$ cat config.mk
export PLATFORM = sky130hd
export DESIGN_NAME = mrp_queue
export DESIGN_NICKNAME = d
export VERILOG_FILES = /design/src/hw/rtl/mrp_pkg.sv /design/src/hw/rtl/mrp_queue.sv
export SDC_FILE = /design/constraint.sdc
export NUM_CORES = 1
export LEC_CHECK = 0
export BUFFER_PORTS_ARGS = -buffer_cell sky130_fd_sc_hd__buf_2
export CAP_MARGIN = 10
export CORE_AREA = 2 2 290 178
export CTS_BUF_LIST = sky130_fd_sc_hd__clkbuf_4 sky130_fd_sc_hd__clkbuf_8 sky130_fd_sc_hd__clkbuf_16
export DETAILED_ROUTE_END_ITERATION = 10
export DIE_AREA = 0 0 292 180
export PLACE_DENSITY = 0.83
export SYNTH_ARGS = -nofsm -noshare
export SYNTH_HDL_FRONTEND = slang
export SYNTH_SLANG_ARGS = --single-unit
$ cat constraint.sdc
create_clock -name aclk -period 8.14 [get_ports aclk]
set_input_delay 1.628 -clock aclk [delete_from_list [all_inputs] [get_ports aclk]]
set_output_delay 1.628 -clock aclk [all_outputs]
set_load 0.03 [all_outputs]
$ cat src/hw/rtl/mrp_pkg.sv
`timescale 1ns / 1ps

package mrp_pkg;

    localparam int ELAPSED_W  = 48;
    localparam int SEND_W     = 49;
    localparam int LEN_W      = 31;
    localparam int RATE_W     = 30;
    localparam int DUR_W      = 48;
    localparam int TOTAL_W    = 31;
    localparam int MODE_W     = 2;
    localparam int NS_W       = 30;
    localparam int CFG_IDX_W  = 3;
    localparam int CFG_DATA_W = 48;

    localparam logic [NS_W-1:0]   NS_PER_SEC = 30'd1000000000;
    localparam logic [SEND_W-1:0] SENT_MAX   = '1;

    localparam logic OP_START = 1'b0;

    localparam logic [MODE_W-1:0] MODE_TIMED   = 2'd0;
    localparam logic [MODE_W-1:0] MODE_COUNTED = 2'd1;
    localparam logic [MODE_W-1:0] MODE_DELAY   = 2'd2;

    localparam logic [CFG_IDX_W-1:0] REG_PACE_MODE    = 3'd0;
    localparam logic [CFG_IDX_W-1:0] REG_MSG_RATE     = 3'd1;
    localparam logic [CFG_IDX_W-1:0] REG_RUN_DURATION = 3'd2;
    localparam logic [CFG_IDX_W-1:0] REG_MSG_TOTAL    = 3'd3;
    localparam logic [CFG_IDX_W-1:0] REG_MSG_BYTES    = 3'd4;

    typedef enum logic [1:0] {
        KIND_START = 2'd0,
        KIND_PACE  = 2'd1,
        KIND_DELAY = 2'd2
    } item_kind_t;

    typedef struct packed {
        logic                 op;
        logic [ELAPSED_W-1:0] elapsed_ns;
    } in_word_t;

    typedef struct packed {
        logic [SEND_W-1:0] send_now;
        logic [LEN_W-1:0]  send_length;
        logic              run_done;
    } out_word_t;

    typedef struct packed {
        item_kind_t kind;
        logic       counted;
        logic       ge_dur;
    } front_ctl_t;

    typedef struct packed {
        item_kind_t        kind;
        logic              counted;
        logic              end_hit;
        logic [SEND_W-1:0] target;
    } queue_entry_t;

endpackage

$ cat src/hw/rtl/mrp_queue.sv
`timescale 1ns / 1ps

module mrp_queue #(
    parameter int DEPTH = 16
) (
    input  logic                  aclk,
    input  logic                  aresetn,
    input  logic                  push,
    input  mrp_pkg::queue_entry_t push_entry,
    input  logic                  pop,
    output logic                  not_empty,
    output mrp_pkg::queue_entry_t head_entry
);

    localparam int AW = $clog2(DEPTH);
    localparam int CNT_W = $clog2(DEPTH + 1);

    mrp_pkg::queue_entry_t entries_reg [DEPTH];
    logic [AW-1:0]    wr_ptr_reg, wr_ptr_next;
    logic [AW-1:0]    rd_ptr_reg, rd_ptr_next;
    logic [CNT_W-1:0] count_reg, count_next;

    assign not_empty  = count_reg != '0;
    assign head_entry = entries_reg[rd_ptr_reg];

    always_comb begin
        wr_ptr_next = wr_ptr_reg;
        rd_ptr_next = rd_ptr_reg;
        count_next  = count_reg;
        if (push) begin
            wr_ptr_next = (wr_ptr_reg == AW'(DEPTH - 1)) ? '0 : wr_ptr_reg + 1'b1;
        end
        if (pop) begin
            rd_ptr_next = (rd_ptr_reg == AW'(DEPTH - 1)) ? '0 : rd_ptr_reg + 1'b1;
        end
        if (push && !pop) begin
            count_next = count_reg + 1'b1;
        end else if (!push && pop) begin
            count_next = count_reg - 1'b1;
        end
    end

    always_ff @(posedge aclk) begin
        if (!aresetn) begin
            wr_ptr_reg <= '0;
            rd_ptr_reg <= '0;
            count_reg  <= '0;
        end else begin
            wr_ptr_reg <= wr_ptr_next;
            rd_ptr_reg <= rd_ptr_next;
            count_reg  <= count_next;
        end
    end

    always_ff @(posedge aclk) begin
        if (push) begin
            entries_reg[wr_ptr_reg] <= push_entry;
        end
    end

    a_no_overflow: assert property (@(posedge aclk) disable iff (!aresetn)
        push |-> count_reg != CNT_W'(DEPTH))
        else $error("Queue written while full.");

endmodule

==> results by stage <==
Yosys:
- The adder and majority cell fraction of the synthesized area is 0.407%.
- Synthesis produced 1405 cells.
- The complex-gate fraction of the synthesized area is 2.66%.
- Summing every instance area after synthesis gives 32600 um2.
- The number of library cell types mapped by synthesis is 34.
- The proportion of synthesized flip-flops having asynchronous set or reset is 0%.
- The share of the yosys chip area belonging to registers is 79.1%.
- Multiplexer cells account for 14.8% of the synthesized area.
- Synthesis inferred 865 register bits.
- Among all flip-flop cells after synthesis, the most frequent one is edfxtp_1.
- The Yosys step of the flow raised 0 warnings.
- The xor-xnor portion of the synthesized cell area is 0.107%.
- The mean instance size in the synthesized netlist is 23.2 um2.
- Counting every net in the synthesized netlist gives 1472.
- The number of enable-type register cells in the synthesized netlist is 848.
- The largest family of logic cells by synthesized area is multiplexers.
- Of the total synthesized cell area, the portion taken by AND, OR, NAND and NOR gates is 1.61%.

Route:
- The first-iteration detailed-routing DRC count is 2040.
- Using the TritonRoute via totals, the vias-per-cell ratio works out to 6.80.
- The routed layout has 15303 vias.
- The pre-antenna-repair detailed-routing pass consisted of 5 iterations.
- The remaining routing DRC violations is 0.
- Dividing the detail-routed wire length by the instance count gives 32.0 um.
- Wires add up to 72.1 mm.
- The number of routed nets with antenna violations is 0.

Pwr:
- Power comes to 9.00 mW.
- The power density over cell area is 249 nW/um2.
- Summed over all cells, the static leakage comes to 11.4 nW.
- Across the VDD grid, the largest voltage drop is 0.000215 V.

Critical path:
- The kind of critical path is reg -> out.
- The critical path required time is 6.51 ns.
- The launching element type of the critical path is a flop.
- The startpoint identified for the worst register-to-register timing path is wr_ptr_reg[2]$_SDFFE_PN0P_.
- STA classifies the critical path endpoint as a primary output.
- The worst register-to-register path ends at entries_reg[4][25]$_DFFE_PP_.
- The arrival time at the worst endpoint is 3.65 ns.
- Along the worst path, the maximum fanout reaches 79.
- The worst register-to-register path has a depth of 4.
- The register-to-register path setup slack is 5.86 ns.

Global routing:
- The number of global-route vias before repair was 15971.
- Global routing used 28.0% of the available tracks.
- Entering global routing, the biggest net connects 149 pins.
- After global routing the overflow that remains totals 0.
- The number of antenna violations at the first check in global routing came to 10.
- The first-pass GRT wire length is 105 mm.

Min path:
- The startpoint identified for the worst hold timing path is count_reg[4]$_SDFFE_PN0P_.
- The endpoint of the worst hold path is count_reg[4]$_SDFFE_PN0P_.
- The worst hold path was traced through 2 stages.
- The tightest min-delay check is of the reg -> reg type.

STA:
- The setup TNS is 0 ns.
- At the pin with the least slew margin, the transition time is 1.18 ns.
- Setup repair after global routing left no endpoint under its margin.
- The tightest hold path in the finished design has a slack of 0.494 ns.
- Timing would allow up to 190 MHz.
- The final hold violation count is 0.
- Across the routed clock network, the largest skew measured is 0.0151 ns.
- The minimum clock period after layout is 5.27 ns.
- Across all setup checks in the final design, the least slack found is 2.87 ns.
- The worst pin sits at a relative slew slack of 21.6%.
- The number of failing setup endpoints in the final timing report is 0.
- The post-route clock period utilization is 64.8%.
- The max-slew violation count was 0.

Clock network:
- The TritonCTS clock tree is done.
- The cell at the root of the clock tree is clkbuf_16.
- For this design, the sink count on the clock tree is 865.
- The post-CTS resize count is 0.
- The clock input transition at the sequential cells of the worst setup and hold paths is 0.06 ns.
- The clock passes through at most 3 buffers.
- The source-to-sink clock delay at the later pin of the worst-skew pair is 0.60 ns.
- The number of buffers added by the clock tree synthesis step is 74.
- The total number of H-tree levels is 3.
- For this design, the CTS-stage hold fixing added 0 buffers.
- Once the clock tree was built, the setup fixing pass inserted 0 buffers.

Cells and area:
- The number of fillers in the final layout is 2726.
- The number of nets in the layout is 1597.
- The post-route netlist has 29.9% of its cells at a drive strength greater than 1.
- In the final layout, the multi-input gates occupy 6450 um2.
- The sequential cell area is 25800 um2.
- The growth of design area from synthesis to finish is 10.9%.
- The register with the most flip-flops in the layout has 848 of them.

Place:
- The total half-perimeter wirelength after legalization and detailed placement is 32.4 mm.
- The worst setup slack before clock tree synthesis is 3.43 ns.
- The count of input and output buffers is 110.
- Routability-driven placement finished with a final weighted congestion of 0.714.

Die:
- The core area is 50000 um2.
- The vertical die dimension is 180 um.
- The floorplan has 64 rows.
- The floorplan step defined a die boundary enclosing 52600 um2.
- The total I/O pin count is 111.
- The width of the die is 292 um.
- Once the floorplan was initialized, standard cells occupied 65.2% of the core.

Run status:
- The flow ran to the end, and the final reports show no timing, DRC or antenna violations.

Job:
- The tool flagged a number of max-cap violations equal to 0.
==> cells in the final DEF (no fill, tap or decap), types with 2 or more instances in the layout <==
cell type	n
inv_1	6
clkinv_1	16
xnor2_1	3
bufinv_16	4
nand3_1	5
nor2b_4	2
clkinv_2	12
dfxtp_4	2
nor2b_1	2
o21ai_0	6
nand2_1	61
buf_4	11
ha_1	9
clkbuf_4	17
nor2_1	5
a22oi_1	106
buf_2	110
and2_4	16
diode_2	8
edfxtp_1	848
dfxtp_1	15
buf_12	2
a21oi_1	4
mux2i_1	4
and2_1	8
clkbuf_16	79
mux4_2	212
nand2b_1	2
==> through the flow <==
| stage | instance area [um2] | util (%) | cells |
|---|---|---|---|
| 2_1_floorplan | 32600 | - | 1405 |
| 3_3_place_gp | 33800 | 67.5 | 2114 |
| 3_5_place_dp | 33800 | 67.5 | 2114 |
| 4_1_cts | 36100 | 72.2 | 2244 |
| 5_1_grt | 36200 | 72.3 | 2249 |
| 6_report | 36200 | 72.3 | 2252 |
==> power by group <==
part           total, mW  switching, mW  leakage, nW  internal, mW
Combinational      0.553          0.337         2.44         0.216
Clock               3.48           1.52         1.19          1.95
Sequential          4.97         0.0321         7.80          4.94
Total               9.00           1.89         11.4          7.11
==> kinds of logic after synthesis <==
| family | after synthesis |
|---|---|
| AO/OA/AOI/OAI | 119 |
| flip-flops | 865 |
| buffers and inverters | 80 |
| adder cells (fa/ha/maj) | 10 |
| AND/OR/NAND/NOR | 110 |
| XOR/XNOR | 4 |
| multiplexers | 217 |
==> final cells by class <==
type                    count  share of cell area [%]
flip-flops and latches    865                    71.4
multi-input cells         460                    17.8
clock buffers              96                    5.82
well taps                 660                    2.28
repair buffers            123                    1.86
clock inverters            34                   0.720
inverters                   6                  0.0623
diodes                      8                  0.0554
==> worst max-delay path by stage <==
stage,start,endpoint,slack [ns]
floorplan,push,entries_reg[0][0]$_DFFE_PP_,4.29
global placement,flop,head_entry[33],3.48
detailed placement,flop,head_entry[33],3.43
CTS,flop,head_entry[47],2.76
global route,flop,head_entry[47],2.59
finish,flop,head_entry[33],2.87
==> synthesized netlist by cell type, types with 2 or more instances <==
cell,number,share of area (%)
a21oi_1,4,0.061
a22oi_1,106,2.4
and2_1,25,0.48
buf_1,9,0.10
buf_2,20,0.31
buf_4,5,0.12
buf_6,10,0.35
clkbuf_1,30,0.35
dfxtp_1,17,1.0
edfxtp_1,848,78
ha_1,9,0.35
inv_1,6,0.069
mux2i_1,4,0.12
mux4_2,212,15
nand2_1,61,0.70
nand2b_1,2,0.038
nand3_1,5,0.077
nor2_1,6,0.069
nor2b_1,4,0.077
o21ai_0,6,0.092
xnor2_1,3,0.081
==> routing by layer <==
metal  track usage [%]  vias up  routed length [um]
met5                 0        -                  26
met4              9.98        4                2300
met3              5.02      151                5610
met2              45.3      785               36400
met1              39.4     8136               27800
li1                  -     6227                   -
==> worst max-delay path, cell delays in order (launching register included) <==
cell     delay (ns)
dfxtp_4        0.54
buf_12         0.48
buf_4          0.71
mux4_2         0.59
a22oi_1        0.26
nand2_1        0.09
buf_2          0.18
Power figures use the tool's default switching activity.
