## src/hw/rtl/mrp_pkg.sv

```systemverilog
`timescale 1ns / 1ps

package mrp_pkg;

    localparam int ELAPSED_W  = 48;
    localparam int SEND_W     = 49;
    localparam int LEN_W      = 31;
    localparam int RATE_W     = 30;
    localparam int DUR_W      = 48;
    localparam int TOTAL_W    = 31;
    localparam int MODE_W     = 2;
    localparam int NS_W       = 30;
    localparam int CFG_IDX_W  = 3;
    localparam int CFG_DATA_W = 48;

    localparam logic [NS_W-1:0]   NS_PER_SEC = 30'd1000000000;
    localparam logic [SEND_W-1:0] SENT_MAX   = '1;

    localparam logic OP_START = 1'b0;

    localparam logic [MODE_W-1:0] MODE_TIMED   = 2'd0;
    localparam logic [MODE_W-1:0] MODE_COUNTED = 2'd1;
    localparam logic [MODE_W-1:0] MODE_DELAY   = 2'd2;

    localparam logic [CFG_IDX_W-1:0] REG_PACE_MODE    = 3'd0;
    localparam logic [CFG_IDX_W-1:0] REG_MSG_RATE     = 3'd1;
    localparam logic [CFG_IDX_W-1:0] REG_RUN_DURATION = 3'd2;
    localparam logic [CFG_IDX_W-1:0] REG_MSG_TOTAL    = 3'd3;
    localparam logic [CFG_IDX_W-1:0] REG_MSG_BYTES    = 3'd4;

    typedef enum logic [1:0] {
        KIND_START = 2'd0,
        KIND_PACE  = 2'd1,
        KIND_DELAY = 2'd2
    } item_kind_t;

    typedef struct packed {
        logic                 op;
        logic [ELAPSED_W-1:0] elapsed_ns;
    } in_word_t;

    typedef struct packed {
        logic [SEND_W-1:0] send_now;
        logic [LEN_W-1:0]  send_length;
        logic              run_done;
    } out_word_t;

    typedef struct packed {
        item_kind_t kind;
        logic       counted;
        logic       ge_dur;
    } front_ctl_t;

    typedef struct packed {
        item_kind_t        kind;
        logic              counted;
        logic              end_hit;
        logic [SEND_W-1:0] target;
    } queue_entry_t;

endpackage

```

## src/hw/rtl/mrp_back.sv

```systemverilog
`timescale 1ns / 1ps

module mrp_back (
    input  logic                        aclk,
    input  logic                        aresetn,
    input  logic                        entry_valid,
    input  mrp_pkg::queue_entry_t       entry,
    output logic                        pop,
    input  logic [mrp_pkg::TOTAL_W-1:0] message_total,
    input  logic [mrp_pkg::LEN_W-1:0]   message_bytes,
    output logic                        m_valid,
    input  logic                        m_ready,
    output mrp_pkg::out_word_t          m_data
);

    localparam int SEND_W = mrp_pkg::SEND_W;

    logic [SEND_W-1:0]   sent_reg, sent_next;
    logic                finished_reg, finished_next;
    logic                out_valid_reg, out_valid_next;
    mrp_pkg::out_word_t  out_data_reg, out_data_next;
    logic                take;
    logic [SEND_W:0]     diff;
    logic                fin;

    assign take    = entry_valid && (!out_valid_reg || m_ready);
    assign pop     = take;
    assign m_valid = out_valid_reg;
    assign m_data  = out_data_reg;

    assign diff = {1'b0, entry.target} - {1'b0, sent_reg};

    always_comb begin
        sent_next      = sent_reg;
        finished_next  = finished_reg;
        out_valid_next = out_valid_reg;
        out_data_next  = out_data_reg;
        fin            = entry.end_hit
                         || (entry.counted && sent_reg >= SEND_W'(message_total));
        if (take) begin
            out_valid_next            = 1'b1;
            out_data_next.send_now    = '0;
            out_data_next.send_length = message_bytes;
            out_data_next.run_done    = finished_reg;
            unique case (entry.kind)
                mrp_pkg::KIND_START: begin
                    sent_next              = '0;
                    finished_next          = 1'b0;
                    out_data_next.run_done = 1'b0;
                end
                mrp_pkg::KIND_PACE: begin
                    if (!finished_reg) begin
                        // A target behind the count sends nothing and keeps the count.
                        if (!diff[SEND_W]) begin
                            out_data_next.send_now = diff[SEND_W-1:0];
                            sent_next              = entry.target;
                        end
                        finished_next          = fin;
                        out_data_next.run_done = fin;
                    end
                end
                mrp_pkg::KIND_DELAY: begin
                    if (!finished_reg) begin
                        finished_next          = fin;
                        out_data_next.run_done = fin;
                    end
                end
                default: begin
                    out_data_next.run_done = finished_reg;
                end
            endcase
        end else if (m_ready) begin
            out_valid_next = 1'b0;
        end
    end

    always_ff @(posedge aclk) begin
        if (!aresetn) begin
            sent_reg      <= '0;
            finished_reg  <= 1'b1;
            out_valid_reg <= 1'b0;
        end else begin
            sent_reg      <= sent_next;
            finished_reg  <= finished_next;
            out_valid_reg <= out_valid_next;
        end
    end

    always_ff @(posedge aclk) begin
        out_data_reg <= out_data_next;
    end

    a_start_arms: assert property (@(posedge aclk) disable iff (!aresetn)
        take && entry.kind == mrp_pkg::KIND_START |=> !finished_reg && sent_reg == '0)
        else $error("Start word did not arm the run.");

    a_idle_sends_nothing: assert property (@(posedge aclk) disable iff (!aresetn)
        take && finished_reg && entry.kind != mrp_pkg::KIND_START
        |=> m_valid && m_data.run_done && m_data.send_now == '0)
        else $error("Sample after the run ended produced sends.");

    a_count_monotonic: assert property (@(posedge aclk) disable iff (!aresetn)
        take && entry.kind != mrp_pkg::KIND_START |=> sent_reg >= $past(sent_reg))
        else $error("Sent count went down without a start word.");

endmodule

```

## config.mk

```make
export PLATFORM = sky130hd
export DESIGN_NAME = mrp_back
export DESIGN_NICKNAME = d
export VERILOG_FILES = /design/src/hw/rtl/mrp_pkg.sv /design/src/hw/rtl/mrp_back.sv
export SDC_FILE = /design/constraint.sdc
export NUM_CORES = 1
export LEC_CHECK = 0
export BUFFER_PORTS_ARGS = -buffer_cell sky130_fd_sc_hd__buf_2
export CAP_MARGIN = 25
export CORE_ASPECT_RATIO = 1.75
export CORE_MARGIN = 3
export CORE_UTILIZATION = 33
export DETAILED_ROUTE_END_ITERATION = 10
export GPL_ROUTABILITY_DRIVEN = 0
export SLEW_MARGIN = 20
export SYNTH_ARGS = -nofsm -noshare
export SYNTH_HDL_FRONTEND = slang
export SYNTH_SLANG_ARGS = --single-unit
```

## constraint.sdc

```tcl
create_clock -name aclk -period 5.8 [get_ports aclk]
set_input_delay 0.58 -clock aclk [delete_from_list [all_inputs] [get_ports aclk]]
set_output_delay 0.58 -clock aclk [all_outputs]
set_load 0.1 [all_outputs]
```

==> out/qor.log, run 1 <==
INFO  worst_setup_path crit_start=sent_reg[1]
INFO  floorplanning  ios=202
INFO  cells_and_area layoutNonFillerInstCount=1497
INFO  sta            max_fclk=252.7MHz
INFO  clock_network  cts-root-buf=clkbuf_16
INFO  clock_network  cts.htree.levels=4
INFO  grt            pin_count_of_the_biggest_net_entering_global_routing=80
INFO  logic_synthesis synth.ff_latch_count=132
INFO  grt            grt_first_pass_wirelength=43.43mm
INFO  clock_network  cts-buffers-inserted=17
INFO  worst_setup_path worstSetupEndpointType=flip-flop
INFO  sta            final_period_minus_worst_setup_slack=3957ps
INFO  power          internal_power=1.867mW
INFO  clock_network  cts.sinks=132
INFO  worst_setup_path critical_path.max_fanout=30
INFO  outcome        run_status=finished, final reports clean
INFO  power          comb_power_share=23.0%
INFO  worst_setup_path worstSetupStartpointType=flip-flop
INFO  job            max_cap_violations=0
INFO  worst_setup_path criticalPathCategory=reg -> reg
INFO  grt            antenna_found_initial=1
INFO  min_path       min_to=m_data[24]
INFO  sta            layout_worst_path_cycle_share=68.22%
INFO  logic_synthesis synth_top_flop_cell=edfxtp_1
INFO  placed_design  detailed_placement_hpwl=22.82mm
INFO  sta            number_of_endpoints_with_negative_hold_slack_in_the_final_report=0
INFO  power          power.density=256.9nW/um^2
INFO  drt            detail_route.drc_violations=0
INFO  cells_and_area area_delta_synth_final=20.82%
INFO  placed_design  placement.io_buffers=201
INFO  logic_synthesis synth_cell_type_count=66
INFO  worst_setup_path worst-endpoint-arrival=4300ps
INFO  power          seq_power_share=37.4%
INFO  cells_and_area layout_commonest_cell=buf_2
INFO  drt            via_per_inst=5.434
INFO  drt            dr.pass1.iters=6
INFO  clock_network  cts_tree=built
INFO  sta            unrepaired_setup_endpoints_after_global_routing=false
INFO  cells_and_area layout-drive-gt1-share=23.53%
INFO  worst_setup_path reg2reg_setup_slack=1840ps
INFO  logic_synthesis synth_sequential_area_ratio=38.51%
INFO  logic_synthesis syn_area_per_cell=9.150um^2
INFO  sta            timing.slew.headroom=30.08%
INFO  clock_network  cts.path.max_buffers=2
INFO  sta            setup-tns-final=0ps
INFO  min_path       min_delay_path_depth=1
INFO  clock_network  clkSlewWorstSetupHoldPaths=60ps
INFO  drt            vias=8134
INFO  min_path       worstHoldStart=message_bytes[23]
INFO  logic_synthesis synth_cells=980
INFO  logic_synthesis number_of_flops_mapped_to_enable_cells_by_yosys=81
INFO  placed_design  post-place-cells=1464
INFO  min_path       min-delay-path-class=in -> reg
INFO  grt            globalRouteOverflowTotal=0
INFO  floorplanning  fp.dieArea=29270um^2
INFO  worst_setup_path timing.reg2reg.worst_path_depth=12
INFO  cells_and_area layout_common_cells=buf_2 (201), a21oi_1 (120), inv_1 (102), ha_1 (83), edfxtp_1 (81)
INFO  sta            worst_pin_slew=1039ps
INFO  power          total_switching_power=916.2uW
INFO  cells_and_area flip_flop_count_of_the_largest_register_all_copies_and_words_added=81
INFO  drt            aggregate_routed_wire_length=29.20mm
INFO  drt            antenna_left=0
INFO  power          share_clk_of_total_power=39.6%
INFO  power          switching_share_of_power=32.92%
INFO  cells_and_area antenna_fix_cells=0
INFO  logic_synthesis mappedNetlistArea=8967um^2
INFO  grt            grtUsageTotal=19.58%
INFO  cells_and_area layout.nets=1363
INFO  floorplanning  core_rows=79
INFO  clock_network  postCtsResizedCells=0
INFO  grt            first_global_vias=7988
INFO  clock_network  cts_hold_buf=0
INFO  floorplanning  initial_utilization=33.60%
INFO  drt            avgRoutedWirePerCell=19.51um
INFO  logic_synthesis asyncSetResetFlopFracSynth=0%
INFO  sta            setup_viol_count_final=0
INFO  floorplanning  fp.coreArea=26690um^2
INFO  sta            maxSlewViolCount=0
INFO  logic_synthesis synth_warnings=0
INFO  power          leakagePower=4.441nW
INFO  drt            detail_route.iter0.violations=594
INFO  logic_synthesis syn_nets=1183
INFO  power          vdd_drop_max=0.0002020V
INFO  clock_network  clock_insertion_delay_worst_skew=430ps
INFO  worst_setup_path worstReg2RegEnd=sent_reg[29]
INFO  floorplanning  die_width=130.6um
INFO  floorplanning  fp.dieH=224.1um
INFO  worst_setup_path critical_path.reg2reg.startpoint=sent_reg[1]
INFO  sta            setup_skew_after_layout=8.636ps
INFO  worst_setup_path critical_path_required=6140ps
INFO  clock_network  cts_setup_buffers=0
## metal layers
metal  share of wire (%)  up-vias  global-route usage, %  wire (um)
li1                    -     3930                      -          -
met2                  57      272                  38.15      16760
met3                 4.1       77                  3.317       1193
met1                  34     3853                  19.24       9901
met5               0.024        -                      0          7
met4                 4.6        2                  9.332       1340
## Yosys cell counts, types with 3 or more instances
cell,count,area (um^2)
a21o_1,30,225.2
and3_1,3,18.77
a21oi_1,120,600.6
ha_1,83,1039
o21ai_1,7,35.03
nor2b_1,7,43.79
edfxtp_1,81,2432
inv_1,103,386.6
o21ai_0,37,185.2
or3_1,3,18.77
nand2b_1,8,50.05
buf_2,14,70.07
a21boi_0,3,22.52
o31ai_1,4,30.03
nand2_1,49,183.9
o21bai_1,8,60.06
nor3_1,13,65.06
mux2i_1,5,50.05
nor4_1,9,56.30
o211ai_1,5,37.54
a211o_1,3,26.28
nand4_1,21,131.4
dfxtp_1,51,1021
nand3_1,12,60.06
o21a_1,9,67.56
nor2_1,73,274.0
xor2_1,12,105.1
and2_1,6,37.54
nor3b_1,43,322.8
xnor2_1,23,201.4
nor3b_2,10,125.1
a22oi_2,10,125.1
a22oi_1,39,292.8
a211oi_1,8,60.06
clkbuf_1,26,97.59
## power by group through the flow
stage                     registers [mW]  clock network [mW]  logic, mW
after floorplan                     1.29                   0      0.248
after global placement              1.06                   0      0.636
after detailed placement            1.06                   0      0.639
after CTS                           1.04                1.13      0.641
after global routing                1.04                1.17      0.682
final                               1.04                1.10      0.641
## worst max-delay path by stage
| stage | to | slack [ps] |
|---|---|---|
| global route | sent_reg[29] | 1600 |
| global placement | sent_reg[30] | 1820 |
| floorplan | sent_reg[32] | 1260 |
| detailed placement | sent_reg[30] | 1740 |
| CTS | sent_reg[29] | 1890 |
| finish | sent_reg[29] | 1840 |
## kinds of logic (layout without fill, tap and decap cells)
kind of cell,Yosys count,in the layout,share of synthesized area [%]
and+or+nand+nor,262,262,15.98
DFF,132,132,38.51
xor gates and xnor gates,35,35,3.418
AOI/OAI and AO/OA,312,312,22.86
adders and majority gates,84,84,11.80
buffers and inverters,150,343,6.879
muxes,5,5,0.5581
## cell type report
class	instances	area, um^2
Inverter	103	387.9
Clock buffer	21	470.5
Timing Repair Buffer	208	1091
Multi-Input combinational cell	698	4901
Fill cell	2770	15850
Sequential cell	132	3453
Tap cell	324	405.4
Clock inverter	11	125.1
## worst max-delay path, stage by stage, from the launching register on
cell     delay (ps)
dfxtp_1         520
inv_1            80
ha_1            270
nor2b_1         190
o31ai_1         120
a21oi_1         300
a21o_1          240
a21oi_1         130
or3_4           450
a21oi_4         700
buf_4           460
a22oi_1         140
nor3b_1         240
## through the flow
step	hold WS (ps)	worst slack, ps	utilization, %	instance area (um^2)	total power [mW]
floorplan	511.7	1256	-	8967	1.534
global placement	519.5	1820	38.26	10210	1.697
detailed placement	535.4	1744	38.26	10210	1.702
CTS	305.9	1892	40.49	10810	2.814
global route	305.9	1602	40.60	10830	2.893
finish	327.8	1843	40.60	10830	2.783
No activity file was read; power rests on OpenSTA's default activity.
==> run 2: changes to the inputs <==
--- a/config.mk
+++ b/config.mk
@@ -5,6 +5,7 @@
 export SDC_FILE = /design/constraint.sdc
 export NUM_CORES = 1
 export LEC_CHECK = 0
+export ABC_AREA = 1
 export BUFFER_PORTS_ARGS = -buffer_cell sky130_fd_sc_hd__buf_2
 export CAP_MARGIN = 25
 export CORE_ASPECT_RATIO = 1.75
==> constraint.sdc (replaced) <==
create_clock -name aclk -period 3.5 [get_ports aclk]
set_input_delay 0.35 -clock aclk [delete_from_list [all_inputs] [get_ports aclk]]
set_output_delay 0.35 -clock aclk [all_outputs]
set_load 0.1 [all_outputs]
==> out/qor.log, run 2 <==
INFO  outcome        run_status=finished, final reports clean
INFO  placed_design  detailed_placement_hpwl=25.09mm [+9.9%]
INFO  drt            via_per_inst=4.890 [-10%]
INFO  logic_synthesis asyncSetResetFlopFracSynth=0% [unchanged]
INFO  clock_network  cts-buffers-inserted=17 [unchanged]
INFO  clock_network  clock_insertion_delay_worst_skew=440ps [about the same]
INFO  floorplanning  die_width=136.1um [+4.2%]
INFO  logic_synthesis netlist.top_cell.by_area=edfxtp_1
INFO  clock_network  cts_setup_buffers=0 [unchanged]
INFO  sta            timing.slew.headroom=44.28% [+14 points]
INFO  cells_and_area flip_flop_count_of_the_largest_register_all_copies_and_words_added=81 [unchanged]
INFO  sta            max_fclk=340.8MHz [+35%]
INFO  cells_and_area layout_common_cells=nand2_1 (334), buf_2 (201), inv_1 (192), nor2_1 (184), a21oi_1 (132)
INFO  sta            maxSlewViolCount=0 [unchanged]
INFO  grt            antenna_found_initial=0 [-1]
INFO  grt            met3_usage=2.953% [-0.36 points]
INFO  floorplanning  fp.dieArea=31790um^2 [+8.6%]
INFO  clock_network  postCtsResizedCells=0 [unchanged]
INFO  floorplanning  core_rows=82 [+3.8%]
INFO  grt            pin_count_of_the_biggest_net_entering_global_routing=91 [+14%]
INFO  grt            first_global_vias=9385 [+17%]
INFO  cells_and_area final_instance_area=11730um^2 [+8.2%]
INFO  grt            grt_first_pass_wirelength=47.42mm [+9.2%]
INFO  sta            number_of_endpoints_with_negative_hold_slack_in_the_final_report=0 [unchanged]
INFO  drt            vias=9535 [+17%]
INFO  drt            detail_route.drc_violations=0 [unchanged]
INFO  sta            fin_ws=566.0ps [-1277 ps]
INFO  sta            setup_viol_count_final=0 [unchanged]
INFO  power          leakagePower=5.421nW [+22%]
INFO  grt            grtUsageMet2=34.24% [-3.9 points]
INFO  drt            aggregate_routed_wire_length=30.55mm [+4.6%]
INFO  grt            globalRouteOverflowTotal=0 [unchanged]
INFO  drt            avgRoutedWirePerCell=15.67um [-20%]
INFO  worst_setup_path worstSetupEndpointType=flip-flop
INFO  logic_synthesis synth_sequential_area_ratio=35.34% [-3.2 points]
INFO  worst_setup_path worstSetupStartpointType=flip-flop
INFO  logic_synthesis ys_top_cells_by_area=edfxtp_1 (25%), nand2_1 (13%), ha_1 (11%)
INFO  placed_design  detailed_place.area=11110um^2 [+8.8%]
INFO  sta            layout_worst_path_cycle_share=83.83% [+16 points]
INFO  cells_and_area area_delta_synth_final=20.01%
INFO  worst_setup_path criticalPathCategory=reg -> reg
INFO  power          vdd_drop_max=0.0003007V [+49%]
INFO  logic_synthesis synth_top_cell_area_share=24.89% [-2.2 points]
INFO  grt            grt_busiest_layer=met2
INFO  logic_synthesis number_of_flops_mapped_to_enable_cells_by_yosys=81 [unchanged]
INFO  clock_network  clkSlewWorstSetupHoldPaths=60ps [about the same]
INFO  worst_setup_path timing.reg2reg.worst_path_depth=16 [+4]
INFO  logic_synthesis synth_top_flop_cell=edfxtp_1
INFO  logic_synthesis synth_cells=1369 [+40%]
INFO  cells_and_area layout-drive-gt1-share=18.38% [-5.1 points]
INFO  sta            worst_pin_slew=835.8ps [-203.5 ps]
INFO  placed_design  preCtsSetupSlack=459.1ps [-1285 ps]
INFO  floorplanning  fp.dieH=233.6um [+4.3%]
INFO  drt            dr.pass1.iters=5 [-1]
INFO  drt            detail_route.iter0.violations=581 [-2.2%]
INFO  clock_network  cts_tree=built
INFO  logic_synthesis syn_area_per_cell=7.138um^2 [-22%]
INFO  clock_network  cts.sinks=132 [unchanged]
INFO  placed_design  placement.io_buffers=201 [unchanged]
INFO  min_path       min-delay-path-class=in -> reg
INFO  logic_synthesis syn_nets=1572 [+33%]
INFO  grt            grtUsageMet1=21.56% [+2.3 points]
INFO  floorplanning  initial_utilization=33.77% [+0.17 points]
INFO  logic_synthesis synth.most_common_cell=nand2_1
INFO  floorplanning  fp.coreArea=28930um^2 [+8.4%]
INFO  floorplanning  ios=202 [unchanged]
INFO  grt            grtUsageTotal=19.26% [-0.31 points]
INFO  cells_and_area layout_commonest_cell=nand2_1
INFO  power          power.density=450.1nW/um^2 [+75%]
INFO  logic_synthesis synth.top_cells.by_count=nand2_1 (334), inv_1 (193), nor2_1 (184)
INFO  sta            final_period_minus_worst_setup_slack=2934ps [-1023 ps]
INFO  drt            antenna_left=0 [unchanged]
INFO  min_path       min_delay_path_depth=1 [unchanged]
INFO  clock_network  cts.path.max_buffers=2 [unchanged]
INFO  power          p_total=5.278mW [+90%]
INFO  cells_and_area layout.nets=1762 [+29%]
INFO  worst_setup_path critical_path_required=3700ps [-2440 ps]
INFO  logic_synthesis synth_warnings=0 [unchanged]
INFO  logic_synthesis synth_cell_type_count=45 [-32%]
INFO  job            max_cap_violations=0 [unchanged]
INFO  clock_network  cts_hold_buf=0 [unchanged]
INFO  worst_setup_path critical_path.max_fanout=4 [-87%]
INFO  cells_and_area antenna_fix_cells=0 [unchanged]
INFO  worst_setup_path worst-endpoint-arrival=3130ps [-1170 ps]
INFO  cells_and_area postLayoutCoreUtil=40.53% [-0.062 points]
INFO  sta            unrepaired_setup_endpoints_after_global_routing=false
INFO  clock_network  cts-root-buf=clkbuf_16
INFO  logic_synthesis synth.ff_latch_count=132 [unchanged]
INFO  sta            setup_skew_after_layout=10.86ps [+2.220 ps]
INFO  logic_synthesis mappedNetlistArea=9772um^2 [+9.0%]
INFO  sta            setup-tns-final=0ps [unchanged]
INFO  clock_network  cts.htree.levels=4 [unchanged]
-- run 2: cell count changes in the layout (fill, tap and decap cells not counted), moves of 17 or more --
cell	delta
a21o_1	-17
a22oi_1	-39
inv_1	+90
nand2_1	+285
nand3_1	+75
nor2_1	+111
nor3b_1	-41
xnor2_1	-22
-- run 2: area by class of cell --
class                      count  area (um^2)
tap                          378        473.0
clock inverter                13        183.9
sequential                   132         3453
inverter                     199        753.2
timing repair buffer         205         1049
clock buffer                  19        432.9
multi-input combinational   1004         5383
fill                        3129        17210
-- run 2: metrics by stage --
step | instances | hold slack (ps)
final | 1950 | 81.69
after global routing | 1950 | 57.92
after CTS | 1950 | 47.87
after detailed placement | 1918 | 452.8
after global placement | 1918 | 451.3
after floorplan | 1369 | 439.5
-- run 2: power by group --
group          switching, mW  internal [mW]
logic                   1.18          0.428
registers             0.0438           1.75
clock network          0.689           1.19
total                   1.92           3.36
-- run 2: per-layer routing --
metal  part of all wire (%)  wire length [um]  up-vias
met5                      0                 0        -
met4                    4.2              1276        0
met3                    4.3              1312       64
met2                     52             15900      272
met1                     39             12060     4343
li1                       -                 -     4856
-- run 2: logic make-up after synthesis --
group | share of synthesized area (%)
buf+inv | 9.718
compound gates | 13.43
xor+xnor | 1.524
fa+ha+maj | 10.83
flops | 35.34
simple gates | 29.16
-- run 2: final timing paths --
check                   start      endpoint  slack (ps)
max               sent_reg[0]    m_data[78]         570
min          message_bytes[3]     m_data[4]          80
max reg2reg       sent_reg[0]    m_data[78]         570
min reg2reg      sent_reg[47]  sent_reg[47]         460
-- run 2: worst max-delay path, stage by stage, from the launching register on --
cell	delay [ps]
dfxtp_1	340
ha_1	240
fa_1	370
inv_1	150
nand2_1	100
o21ai_2	200
a21boi_0	190
inv_1	180
nand2_1	70
nand2_1	190
nand2_1	70
nand2_1	190
nand2_1	90
nand3_1	150
nand2_1	70
nand2_1	60
nor2_1	40
==> run 3: changes to the inputs <==
==> constraint.sdc (replaced) <==
create_clock -name aclk -period 2.82 [get_ports aclk]
set_input_delay 0.282 -clock aclk [delete_from_list [all_inputs] [get_ports aclk]]
set_output_delay 0.282 -clock aclk [all_outputs]
set_load 0.1 [all_outputs]
==> out/qor.log, run 3 (synthesized netlist as in run 2, its figures left out) <==
INFO  cells_and_area layout_common_cells=nand2_1 (333), buf_2 (201), inv_1 (192), nor2_1 (184), a21oi_1 (132)
INFO  placed_design  detailed_placement_hpwl=24.99mm [-0.38%]
INFO  clock_network  cts.path.max_buffers=2 [unchanged]
INFO  worst_setup_path worstSetupStartpointType=flip-flop
INFO  clock_network  cts.htree.levels=4 [unchanged]
INFO  drt            detail_route.drc_violations=0 [unchanged]
INFO  min_path       min-delay-path-class=in -> reg
INFO  cells_and_area layout-drive-gt1-share=19.28% [+0.90 points]
INFO  grt            grtUsageTotal=19.03% [-0.24 points]
INFO  clock_network  cts_setup_buffers=0 [unchanged]
INFO  worst_setup_path critical_path_required=3110ps [-590 ps]
INFO  cells_and_area layout_commonest_cell=nand2_1
INFO  floorplanning  fp.dieArea=31790um^2 [unchanged]
INFO  sta            setup_skew_after_layout=10.31ps [-0.5457 ps]
INFO  worst_setup_path worstReg2RegEnd=m_data[70]
INFO  worst_setup_path timing.reg2reg.worst_path_depth=12 [-4]
INFO  sta            final_period_minus_worst_setup_slack=2637ps [-296.8 ps]
INFO  drt            detail_route.iter0.violations=456 [-22%]
INFO  min_path       worstHoldStart=message_bytes[27]
INFO  sta            setup_viol_count_final=0 [unchanged]
INFO  worst_setup_path critical_path.reg2reg.startpoint=sent_reg[28]
INFO  sta            finalHoldWorstSlack=27.77ps [-53.92 ps]
INFO  cells_and_area layout.nets=1809 [+2.7%]
INFO  sta            setup-tns-final=0ps [unchanged]
INFO  drt            antenna_left=0 [unchanged]
INFO  worst_setup_path criticalPathCategory=reg -> reg
INFO  floorplanning  die_width=136.1um [unchanged]
INFO  outcome        run_status=finished, final reports clean
INFO  power          leakagePower=5.647nW [+4.2%]
INFO  drt            aggregate_routed_wire_length=30.14mm [-1.3%]
INFO  clock_network  clkSlewWorstSetupHoldPaths=60ps [about the same]
INFO  grt            antenna_found_initial=1 [+1]
INFO  clock_network  cts-buffers-inserted=17 [unchanged]
INFO  floorplanning  fp.coreArea=28930um^2 [unchanged]
INFO  grt            grt_first_pass_wirelength=47.14mm [-0.60%]
INFO  min_path       min_to=m_data[28]
INFO  drt            via_per_inst=4.848 [-0.86%]
INFO  grt            globalRouteOverflowTotal=0 [unchanged]
INFO  job            max_cap_violations=0 [unchanged]
INFO  clock_network  clock_insertion_delay_worst_skew=440ps [about the same]
INFO  cells_and_area area_delta_synth_final=25.04%
INFO  power          vdd_drop_max=0.0004226V [+41%]
INFO  floorplanning  initial_utilization=33.77% [unchanged]
INFO  worst_setup_path critical_path.max_fanout=5 [+1]
INFO  floorplanning  ios=202 [unchanged]
INFO  drt            dr.pass1.iters=7 [+2]
INFO  worst_setup_path reg2reg_setup_slack=180ps [-380 ps]
INFO  worst_setup_path worst-endpoint-arrival=2920ps [-210 ps]
INFO  clock_network  cts-root-buf=clkbuf_16
INFO  clock_network  cts_tree=built
INFO  sta            layout_worst_path_cycle_share=93.52% [+9.7 points]
INFO  sta            unrepaired_setup_endpoints_after_global_routing=false
INFO  sta            max_fclk=379.2MHz [+11%]
INFO  sta            worst_pin_slew=520.0ps [-315.8 ps]
INFO  drt            vias=9681 [+1.5%]
INFO  sta            maxSlewViolCount=0 [unchanged]
INFO  sta            number_of_endpoints_with_negative_hold_slack_in_the_final_report=0 [unchanged]
INFO  floorplanning  core_rows=82 [unchanged]
INFO  cells_and_area fillCellCount=3050 [-2.5%]
INFO  worst_setup_path worstSetupEndpointType=flip-flop
INFO  cells_and_area flip_flop_count_of_the_largest_register_all_copies_and_words_added=81 [unchanged]
INFO  placed_design  placement.io_buffers=201 [unchanged]
INFO  grt            first_global_vias=9528 [+1.5%]
INFO  grt            pin_count_of_the_biggest_net_entering_global_routing=91 [unchanged]
INFO  sta            timing.slew.headroom=65.07% [+21 points]
INFO  floorplanning  fp.dieH=233.6um [unchanged]
INFO  drt            avgRoutedWirePerCell=15.09um [-3.7%]
INFO  min_path       min_delay_path_depth=1 [unchanged]
INFO  power          power.density=540.8nW/um^2 [+20%]
INFO  clock_network  cts.sinks=132 [unchanged]
[run 3: final cells by class]
class | count | area (um^2) | area share [%]
diodes | 1 | 2.502 | 0.02048
clock buffers | 17 | 425.4 | 3.481
clock inverters | 14 | 186.4 | 1.526
inverters | 199 | 753.2 | 6.164
multi-input cells | 1004 | 5400 | 44.19
flip-flops and latches | 132 | 3457 | 28.29
well taps | 378 | 473.0 | 3.871
repair buffers | 252 | 1521 | 12.45
[run 3: worst max-delay path, cell delays in order (launching register included)]
cell and delay (ps):
dfxtp_1 370, inv_1 60, ha_1 410, nand2_1 130, nor2_1 130, inv_1 70
nor3_1 130, inv_1 100, nor3_1 420, nand3_1 220, nand3_1 250, o21ai_0 100
a21oi_1 110
[run 3: routing by layer]
layer  wire (um)  part of all wire, %  track usage (%)  vias to the layer above
met4        1697                  5.6            11.16                        0
met1       11410                   38            20.69                     4332
met5           0                    0                0                        -
met2       15580                   52            34.41                      301
met3        1450                  4.8            2.866                       85
li1            -                    -                -                     4963
[run 3: timing repair]
action / in CTS / in global routing
endpoints found under the hold margin: 28 / 0
setup endpoints to repair: 0 / 4
hold buffers: 28 / 0
gates resized for setup: 0 / 3
[run 3: stage by stage]
step | cells | util (%) | power, mW | setup WS, ps | area (um^2)
after floorplan | 1369 | - | 3.764 | 9.549 | 9782
after global placement | 1937 | 39.09 | 4.281 | 118.1 | 11310
after detailed placement | 1937 | 39.09 | 4.297 | 56.31 | 11310
after CTS | 1996 | 42.17 | 6.670 | 151.3 | 12200
after global routing | 1997 | 42.23 | 6.948 | 13.90 | 12220
final | 1997 | 42.23 | 6.608 | 182.8 | 12220
[run 3: worst max path at each step]
stage,to,slack [ps],startpoint,depth (start not counted)
2_1_floorplan,m_data[0],10,m_valid,3
3_3_place_gp,m_data[56],120,entry[0],14
3_5_place_dp,m_data[56],60,entry[0],14
4_1_cts,m_data[56],150,sent_reg[0],12
5_1_grt,m_data[34],10,sent_reg[38],15
6_report,m_data[70],180,sent_reg[28],12
[run 3: report_power, final]
part	internal [mW]	switching [mW]
combinational	0.593	1.48
sequential	2.17	0.0518
clock	1.46	0.847
total	4.22	2.38
